## config.mk

```make
export PLATFORM = sky130hd
export DESIGN_NAME = sha256_message_padder_flat
export DESIGN_NICKNAME = d
export VERILOG_FILES = /design/src/rtl/core/smp_pkg.sv /design/src/rtl/core/smp_if.sv /design/src/rtl/core/smp_front.sv /design/src/rtl/core/smp_queue.sv /design/src/rtl/core/smp_back.sv /design/src/rtl/core/sha256_message_padder.sv /design/src/flat_wrapper.sv
export SDC_FILE = /design/constraint.sdc
export NUM_CORES = 1
export LEC_CHECK = 0
export BUFFER_PORTS_ARGS = -buffer_cell sky130_fd_sc_hd__buf_2
export CAP_MARGIN = 20
export CORE_MARGIN = 4
export CORE_UTILIZATION = 60
export CTS_BUF_LIST = sky130_fd_sc_hd__clkbuf_8
export DETAILED_ROUTE_END_ITERATION = 12
export GPL_TIMING_DRIVEN = 0
export PLACE_DENSITY = 0.81
export SLEW_MARGIN = 15
export SYNTH_ARGS = -nofsm -noshare
export SYNTH_HDL_FRONTEND = slang
export SYNTH_SLANG_ARGS = --single-unit
```

## constraint.sdc

```tcl
create_clock -name clk -period 8.8 [get_ports clk]
set_input_delay 0.88 -clock clk [delete_from_list [all_inputs] [get_ports clk]]
set_output_delay 0.88 -clock clk [all_outputs]
set_load 0.05 [all_outputs]
```

## src/rtl/core/smp_pkg.sv

```systemverilog
// ----------------------------------------------------------------------------
// smp_pkg
// Shared constants and types for the SHA-256 message padder.
// ----------------------------------------------------------------------------
`default_nettype none

package smp_pkg;

	// Depth of the command queue between front and back
	localparam int unsigned QueueDepth = 2;

	// Marker byte that follows the message
	localparam logic [7:0] PadMark = 8'h80;

	// Word index of the high length word within a 512-bit block
	localparam logic [3:0] LenWordPos = 4'd14;

	// Length increment per message byte, in bits
	localparam logic [63:0] BitsPerByte = 64'd8;

	// One command from the front: an optional completed data word and,
	// at message end, everything the back needs to emit the padding.
	typedef struct packed {
		logic        has_word;
		logic [31:0] data_word;
		logic        is_end;
		logic [31:0] pad_word;
		logic [3:0]  zero_words;
		logic [63:0] bit_count;
	} smp_cmd_t;

endpackage

`default_nettype wire

```

## src/rtl/core/smp_if.sv

```systemverilog
// ----------------------------------------------------------------------------
// smp_if
// Valid/ready channels for message bytes in and padded words out.
// ----------------------------------------------------------------------------
`default_nettype none

interface smp_in_if;
	logic       valid;
	logic       ready;
	logic [7:0] data_byte;
	logic       has_byte;
	logic       end_of_message;

	modport source (output valid, output data_byte, output has_byte,
		output end_of_message, input ready);
	modport sink (input valid, input data_byte, input has_byte,
		input end_of_message, output ready);
endinterface

interface smp_out_if;
	logic        valid;
	logic        ready;
	logic [31:0] word;
	logic        last_word;

	modport source (output valid, output word, output last_word, input ready);
	modport sink (input valid, input word, input last_word, output ready);
endinterface

`default_nettype wire

```

## src/rtl/core/smp_front.sv

```systemverilog
// ----------------------------------------------------------------------------
// smp_front
// Packs message bytes into words, tracks length and block position, and
// turns each request into at most one command for the back.
// ----------------------------------------------------------------------------
`default_nettype none

module smp_front (
	input  wire logic         clk,
	input  wire logic         arst_n,
	smp_in_if.sink            msg,
	output smp_pkg::smp_cmd_t cmd,
	output logic              cmd_valid,
	input  wire logic         cmd_ready
);

	logic [5:0]  pos_q;
	logic [23:0] part_q;
	logic [63:0] bits_q;

	logic        take;
	logic        word_done;
	logic [5:0]  pos_nxt;
	logic [23:0] part_nxt;
	logic [63:0] bits_nxt;
	logic [31:0] pad_word;
	logic [3:0]  next_widx;

	assign msg.ready = cmd_ready;
	assign take      = msg.valid && msg.ready;

	// Byte packing: the fourth byte of a word completes it
	always_comb begin
		word_done = msg.has_byte && (pos_q[1:0] == 2'd3);
		pos_nxt   = pos_q + {5'd0, msg.has_byte};
		bits_nxt  = msg.has_byte ? (bits_q + smp_pkg::BitsPerByte) : bits_q;
		if (!msg.has_byte) begin
			part_nxt = part_q;
		end else if (word_done) begin
			part_nxt = 24'd0;
		end else begin
			part_nxt = {part_q[15:0], msg.data_byte};
		end
	end

	// Word holding the marker byte, zero filled to the word boundary
	always_comb begin
		case (pos_nxt[1:0])
			2'd0:    pad_word = {smp_pkg::PadMark, 24'd0};
			2'd1:    pad_word = {part_nxt[7:0], smp_pkg::PadMark, 16'd0};
			2'd2:    pad_word = {part_nxt[15:0], smp_pkg::PadMark, 8'd0};
			default: pad_word = {part_nxt[23:0], smp_pkg::PadMark};
		endcase
		// zero words run from the word after the marker up to the length slot
		next_widx = pos_nxt[5:2] + 4'd1;
	end

	// Command towards the back
	always_comb begin
		cmd.has_word   = word_done;
		cmd.data_word  = {part_q, msg.data_byte};
		cmd.is_end     = msg.end_of_message;
		cmd.pad_word   = pad_word;
		cmd.zero_words = smp_pkg::LenWordPos - next_widx;
		cmd.bit_count  = bits_nxt;
		cmd_valid      = msg.valid && (word_done || msg.end_of_message);
	end

	// Message state, cleared at message end
	always_ff @(posedge clk or negedge arst_n) begin
		if (!arst_n) begin
			pos_q  <= 6'd0;
			part_q <= 24'd0;
			bits_q <= 64'd0;
		end else if (take) begin
			if (msg.end_of_message) begin
				pos_q  <= 6'd0;
				part_q <= 24'd0;
				bits_q <= 64'd0;
			end else begin
				pos_q  <= pos_nxt;
				part_q <= part_nxt;
				bits_q <= bits_nxt;
			end
		end
	end

endmodule

`default_nettype wire

```

## src/rtl/core/smp_queue.sv

```systemverilog
// ----------------------------------------------------------------------------
// smp_queue
// Small command FIFO decoupling the front from the back.
// ----------------------------------------------------------------------------
`default_nettype none

module smp_queue #(
	parameter int unsigned DEPTH = smp_pkg::QueueDepth
) (
	input  wire logic              clk,
	input  wire logic              arst_n,
	input  wire smp_pkg::smp_cmd_t push_cmd,
	input  wire logic              push_valid,
	output logic                   push_ready,
	output smp_pkg::smp_cmd_t      head_cmd,
	output logic                   head_valid,
	input  wire logic              pop
);

	localparam int unsigned PtrW = (DEPTH > 1) ? $clog2(DEPTH) : 1;
	localparam int unsigned CntW = $clog2(DEPTH + 1);

	smp_pkg::smp_cmd_t mem_q [DEPTH];
	logic [PtrW-1:0]   wr_ptr_q;
	logic [PtrW-1:0]   rd_ptr_q;
	logic [CntW-1:0]   count_q;
	logic              do_push;
	logic              do_pop;

	assign push_ready = (count_q != CntW'(DEPTH));
	assign head_valid = (count_q != '0);
	assign head_cmd   = mem_q[rd_ptr_q];
	assign do_push    = push_valid && push_ready;
	assign do_pop     = pop && head_valid;

	// Storage
	always_ff @(posedge clk) begin
		if (do_push) begin
			mem_q[wr_ptr_q] <= push_cmd;
		end
	end

	// Pointers and fill count
	always_ff @(posedge clk or negedge arst_n) begin
		if (!arst_n) begin
			wr_ptr_q <= '0;
			rd_ptr_q <= '0;
			count_q  <= '0;
		end else begin
			if (do_push) begin
				wr_ptr_q <= (wr_ptr_q == PtrW'(DEPTH - 1)) ? '0 : wr_ptr_q + 1'b1;
			end
			if (do_pop) begin
				rd_ptr_q <= (rd_ptr_q == PtrW'(DEPTH - 1)) ? '0 : rd_ptr_q + 1'b1;
			end
			if (do_push && !do_pop) begin
				count_q <= count_q + 1'b1;
			end else if (do_pop && !do_push) begin
				count_q <= count_q - 1'b1;
			end
		end
	end

endmodule

`default_nettype wire

```

## src/rtl/core/smp_back.sv

```systemverilog
// ----------------------------------------------------------------------------
// smp_back
// Expands queued commands into padded-message words, one per cycle while
// the output is not stalled, through a registered output stage.
// ----------------------------------------------------------------------------
`default_nettype none

module smp_back (
	input  wire logic              clk,
	input  wire logic              arst_n,
	input  wire smp_pkg::smp_cmd_t head_cmd,
	input  wire logic              head_valid,
	output logic                   pop,
	smp_out_if.source              padded
);

	localparam logic [2:0] PH_DATA = 3'd0;
	localparam logic [2:0] PH_PAD  = 3'd1;
	localparam logic [2:0] PH_ZERO = 3'd2;
	localparam logic [2:0] PH_HI   = 3'd3;
	localparam logic [2:0] PH_LO   = 3'd4;

	logic [2:0]  ph_q;
	logic [3:0]  zcnt_q;
	logic        valid_q;
	logic [31:0] word_q;
	logic        last_q;

	logic        advance;
	logic [2:0]  ph_eff;
	logic [2:0]  ph_nxt;
	logic [3:0]  zcnt_nxt;
	logic [31:0] word_nxt;
	logic        last_nxt;

	assign padded.valid     = valid_q;
	assign padded.word      = word_q;
	assign padded.last_word = last_q;

	assign advance = head_valid && (!valid_q || padded.ready);

	// Sequencer: data word, marker word, zero words, length high, length low
	always_comb begin
		ph_eff   = (ph_q == PH_DATA && !head_cmd.has_word) ? PH_PAD : ph_q;
		ph_nxt   = ph_q;
		zcnt_nxt = zcnt_q;
		word_nxt = 32'd0;
		last_nxt = 1'b0;
		pop      = 1'b0;
		case (ph_eff)
			PH_DATA: begin
				word_nxt = head_cmd.data_word;
				if (head_cmd.is_end) begin
					ph_nxt = PH_PAD;
				end else begin
					pop = advance;
				end
			end
			PH_PAD: begin
				word_nxt = head_cmd.pad_word;
				zcnt_nxt = head_cmd.zero_words;
				ph_nxt   = (head_cmd.zero_words != 4'd0) ? PH_ZERO : PH_HI;
			end
			PH_ZERO: begin
				zcnt_nxt = zcnt_q - 4'd1;
				ph_nxt   = (zcnt_q == 4'd1) ? PH_HI : PH_ZERO;
			end
			PH_HI: begin
				word_nxt = head_cmd.bit_count[63:32];
				ph_nxt   = PH_LO;
			end
			PH_LO: begin
				word_nxt = head_cmd.bit_count[31:0];
				last_nxt = 1'b1;
				ph_nxt   = PH_DATA;
				pop      = advance;
			end
			default: begin
				ph_nxt = PH_DATA;
			end
		endcase
	end

	// Sequencer state
	always_ff @(posedge clk or negedge arst_n) begin
		if (!arst_n) begin
			ph_q   <= PH_DATA;
			zcnt_q <= 4'd0;
		end else if (advance) begin
			ph_q   <= ph_nxt;
			zcnt_q <= zcnt_nxt;
		end
	end

	// Output stage valid
	always_ff @(posedge clk or negedge arst_n) begin
		if (!arst_n) begin
			valid_q <= 1'b0;
		end else if (advance) begin
			valid_q <= 1'b1;
		end else if (padded.ready) begin
			valid_q <= 1'b0;
		end
	end

	// Output stage payload
	always_ff @(posedge clk) begin
		if (advance) begin
			word_q <= word_nxt;
			last_q <= last_nxt;
		end
	end

endmodule

`default_nettype wire

```

## src/rtl/core/sha256_message_padder.sv

```systemverilog
// ----------------------------------------------------------------------------
// sha256_message_padder
// Streams message bytes in and SHA-256 padded big-endian 32-bit words out.
// ----------------------------------------------------------------------------
//  channel  dir  handshake        payload
//  msg      in   valid / ready    data_byte[7:0], has_byte, end_of_message
//  padded   out  valid / ready    word[31:0], last_word
//
//  One byte request is taken per cycle while the command queue has room.
//  Words leave at one per cycle from the output register while the sink is
//  ready; a message end adds marker, zero fill and two length words, set by
//  the back-end sequencer. The front keeps taking bytes meanwhile until the
//  queue fills. Reset clears all control state; no clearing pass.
// ----------------------------------------------------------------------------
`default_nettype none

module sha256_message_padder #(
	parameter int unsigned QUEUE_DEPTH = smp_pkg::QueueDepth
) (
	input  wire logic clk,
	input  wire logic arst_n,
	smp_in_if.sink    msg,
	smp_out_if.source padded
);

	smp_pkg::smp_cmd_t front_cmd;
	logic              front_valid;
	logic              front_ready;
	smp_pkg::smp_cmd_t head_cmd;
	logic              head_valid;
	logic              head_pop;

	smp_front u_front (
		.clk       (clk),
		.arst_n    (arst_n),
		.msg       (msg),
		.cmd       (front_cmd),
		.cmd_valid (front_valid),
		.cmd_ready (front_ready)
	);

	smp_queue #(
		.DEPTH (QUEUE_DEPTH)
	) u_queue (
		.clk        (clk),
		.arst_n     (arst_n),
		.push_cmd   (front_cmd),
		.push_valid (front_valid),
		.push_ready (front_ready),
		.head_cmd   (head_cmd),
		.head_valid (head_valid),
		.pop        (head_pop)
	);

	smp_back u_back (
		.clk        (clk),
		.arst_n     (arst_n),
		.head_cmd   (head_cmd),
		.head_valid (head_valid),
		.pop        (head_pop),
		.padded     (padded)
	);

endmodule

`default_nettype wire

```

## src/flat_wrapper.sv

```systemverilog
// flat-port wrapper written by rule: the top's interface ports become plain ports
module sha256_message_padder_flat 
#(
	parameter int unsigned QUEUE_DEPTH = smp_pkg::QueueDepth
)
  (clk, arst_n, msg_valid, msg_data_byte, msg_has_byte, msg_end_of_message, msg_ready, padded_valid, padded_word, padded_last_word, padded_ready);
  smp_in_if msg_i ();
  smp_out_if padded_i ();
  input  wire logic clk;
  input  wire logic arst_n;
  input wire logic [$bits(msg_i.valid)-1:0] msg_valid;
  input wire logic [$bits(msg_i.data_byte)-1:0] msg_data_byte;
  input wire logic [$bits(msg_i.has_byte)-1:0] msg_has_byte;
  input wire logic [$bits(msg_i.end_of_message)-1:0] msg_end_of_message;
  output wire logic [$bits(msg_i.ready)-1:0] msg_ready;
  output wire logic [$bits(padded_i.valid)-1:0] padded_valid;
  output wire logic [$bits(padded_i.word)-1:0] padded_word;
  output wire logic [$bits(padded_i.last_word)-1:0] padded_last_word;
  input wire logic [$bits(padded_i.ready)-1:0] padded_ready;
  assign msg_i.valid = msg_valid;
  assign msg_i.data_byte = msg_data_byte;
  assign msg_i.has_byte = msg_has_byte;
  assign msg_i.end_of_message = msg_end_of_message;
  assign msg_ready = msg_i.ready;
  assign padded_valid = padded_i.valid;
  assign padded_word = padded_i.word;
  assign padded_last_word = padded_i.last_word;
  assign padded_i.ready = padded_ready;
  sha256_message_padder #(.QUEUE_DEPTH(QUEUE_DEPTH)) u_core (.clk(clk), .arst_n(arst_n), .msg(msg_i), .padded(padded_i));
endmodule
```

==> key figures <==
Timing
  – Worst relative slew slack: 31.9%
  – Worst slew pin tran: 1020 ps
  – Setup violators final: 0
  – Worst hold margin: 161 ps
  – Fin Clk Skew: 28.4 ps
  – Fmax: 295 MHz
  – Final Hold Fails: 0
  – RSZ-0062 raised after global routing: false
  – Fin crit share: 38.5%
  – Min cycle time layout: 3390 ps
  – Final Max Slew Viols: 0

CTS
  – TritonCTS clock tree: yes
  – Root Driver: clkbuf_8
  – H-tree levels: 2
  – Post-CTS Hold Buffers: 0
  – CTS Sinks: 384
  – CTS resizes: 0
  – Max clock buf depth: 3
  – Num CTS Buffers: 59
  – Post-CTS Setup Inserts: 0
  – Clk slew on worst S/H paths: 80 ps
  – Skew-Pair Late Insertion Delay: 620 ps

Setup path
  – CP Data Required Time: 9100 ps
  – Worst Setup End Kind: flip-flop
  – Crit path top cell by count: buf_12
  – Worst path max stage delay: 540 ps
  – CP arrival: 3690 ps
  – Largest fanout on the critical path: 29
  – Crit path kind: in -> reg
  – Buf/Inv on CP: 6
  – Startpoint Class: input port
  – CP cell instances: buf_2 > clkbuf_1 > clkbuf_1 > o21ai_0 > nor2_4 > buf_12 > buf_12 > buf_12
  – CP max stage cell: nor2_4
  – Delay-heaviest family, CP: buffers and inverters

Global routing
  – Initial antenna violation count: 0
  – First-pass GRT wire length: 70700 um
  – Met2 global-route usage: 46.8%
  – Number of global-route vias before repair: 12200
  – Met3 GRT Util: 5.28%
  – Total global-route track usage: 29.4%
  – GRT overflow: 0
  – GR Layer Usage met1: 40.2%
  – Largest net degree at the start of global routing: 68
  – Gr busiest metal: met2

Cells and area
  – Final core utilization: 68.4%
  – Filler cell count: 1997
  – Reg area: 11000 um2
  – Fin cells: 1950
  – N_diodes: 0
  – Final nets: 1536
  – Proportion of layout cells with a drive suffix above 1: 12.0%
  – Area grow syn2layout: 12.7%
  – Area taken by multi-input logic gates: 5880 um2

Floorplanning
  – Chip Height: 178 um
  – Core Region: 28600 um2
  – Ports: 49
  – Row Count: 62
  – Die X: 178 um
  – Starting Density: 60.7%
  – Die area: 31800 um2

Power and ir drop
  – PwrDens: 311 nW/um2
  – Peak supply drop: 0.000156 V
  – P_leak: 0.00757 uW

Yosys
  – Syn_nets: 1418
  – Mapped cell area: 17400 um2
  – Asr flop ratio synth: 26.8%
  – Post-synth cell types: 64
  – Post-synth top area share: 48.5%
  – Syn Area/Cell: 12.4 um2
  – Number of synthesized register bits: 384
  – Synth Warn #: 0
  – EDFF count, synth: 281
  – Synth Instances: 1397
  – Biggest area consumer among synthesized cells: edfxtp_1
  – Ys flop type: edfxtp_1
  – Top cells by area, synth: edfxtp_1 49%, dfrtp_1 15%, mux2i_1 3.9%
  – Register area share after synthesis: 63.4%

Placed design
  – DP Wirelength: 32600 um
  – Placed insts: 1838
  – PortBufs: 48
  – GP Congestion: 1.00

Detailed routing
  – Routed via count: 12700
  – Router iterations before antenna repair: 6
  – Vias per cell: 6.50
  – Antenna-violating nets left: 0
  – WL final: 46600 um
  – Drt wl/cell: 23.9 um
  – Violation count after the first detailed-route iteration: 1630
  – Drc violations: 0

Hold path
  – Min-Delay Path Class: in -> async

Job
  – Max-cap check violation count: 0

Outcome
  – Outcome: completed
## worst paths after layout
check                      cells after the start                                      to                                   from  slack, ps
setup / recovery                               8  u_core.u_queue.mem_q[0][127]$_DFFE_PP_                     msg_end_of_message       5410
hold reg to reg                                0  u_core.u_queue.mem_q[1][129]$_DFFE_PP_  u_core.u_front.part_q[20]$_DFFE_PN0P_        510
max in group asynchronous                      2   u_core.u_front.bits_q[56]$_DFFE_PN0P_                                 arst_n       7940
setup reg to reg                               8  u_core.u_queue.mem_q[0][127]$_DFFE_PP_  u_core.u_queue.count_q[0]$_DFFE_PN0P_       5610
hold / removal                                 1  u_core.u_back.padded.valid$_DFFE_PN0P_                                 arst_n        160
min in group clk                               2  u_core.u_back.padded.valid$_DFFE_PN0P_                           padded_ready        460
## synthesized netlist by cell type (32+ instances only)
library cell	count
nand4_1	34
nand3_1	36
edfxtp_1	281
nor2_1	58
mux2i_1	67
dfrtp_1	103
o21ai_0	69
nand2_1	134
clkbuf_1	70
xnor2_1	49
a21oi_1	52
nor2b_1	32
a221o_1	40
o22ai_1	60
## registers in the layout, summed over array words and instances (netlist names)
register / cells
u_core.u_front.pos_q: 6
u_core.u_queue.count_q: 2
u_core.u_queue.rd_ptr_q: 1
u_core.u_back.padded.valid: 1
u_core.u_queue.wr_ptr_q: 1
u_core.u_front.bits_q: 61
u_core.u_queue.mem_q: 248
u_core.u_front.part_q: 24
u_core.u_back.padded.word: 32
u_core.u_back.ph_q: 3
u_core.u_back.padded.last_word: 1
u_core.u_back.zcnt_q: 4
## layout make-up
cell class                 instances  share of cell area, %
buffer                           103                   2.15
clock buffer                      67                   4.71
clock inverter                    45                   1.74
inverter                          25                  0.479
multi-input combinational        885                   30.0
sequential                       384                   56.2
tap                              384                   2.45
timing repair buffer              57                   2.22
## power by group
part	switching, uW	leakage (uW)	total [uW]	internal, uW
combinational	1430	0.00280	2010	575
clock	687	0.000734	1560	872
sequential	146	0.00404	2530	2380
total	2270	0.00757	6100	3830
## routing by layer
layer,share of wire [%],up-vias
met4,4.7,0
met1,39,6149
li1,-,5596
met3,10,146
met5,0,-
met2,46,778
## per-stage QoR
step	setup slack, ps	TNS (ps)	instance area [um2]	power, uW
6_report	5410	0	19600	6100
5_1_grt	5280	0	19600	6340
4_1_cts	5460	0	19600	6080
3_5_place_dp	4850	0	18300	4520
3_3_place_gp	-1790	-220200	18100	4450
2_1_floorplan	1470	0	17400	3880
## kinds of logic (layout without fill, tap and decap cells)
logic type,after synthesis,after routing,share of synthesized area (%)
muxes,71,71,4.12
xor gates and xnor gates,68,68,3.43
DFF,384,384,63.4
AOI/OAI and AO/OA,315,315,12.4
and+or+nand+nor,424,424,13.2
adders and majority gates,7,7,0.504
buffers and inverters,128,297,2.96
## worst reg2reg max path: stages (launching register included)
cell      delay, ps
dfrtp_1         410
nand2b_1        180
and2_1          140
clkbuf_1        450
o21ai_0         400
nor2_4          540
buf_12          280
buf_12          240
buf_12          230
## cell usage in the layout, fill, tap and decap left out, types with 40 or more instances in the layout
cell / netlist / final
buf_2: 23 / 71
dfrtp_1: 103 / 103
edfxtp_1: 281 / 281
o22ai_1: 60 / 60
a21oi_1: 52 / 51
nor2_1: 58 / 57
clkbuf_1: 70 / 70
clkbuf_8: 0 / 67
inv_1: 25 / 49
xnor2_1: 49 / 49
nand2_1: 134 / 134
a221o_1: 40 / 40
mux2i_1: 67 / 67
o21ai_0: 69 / 69
Note: power is estimated with default switching activity, not from simulation.
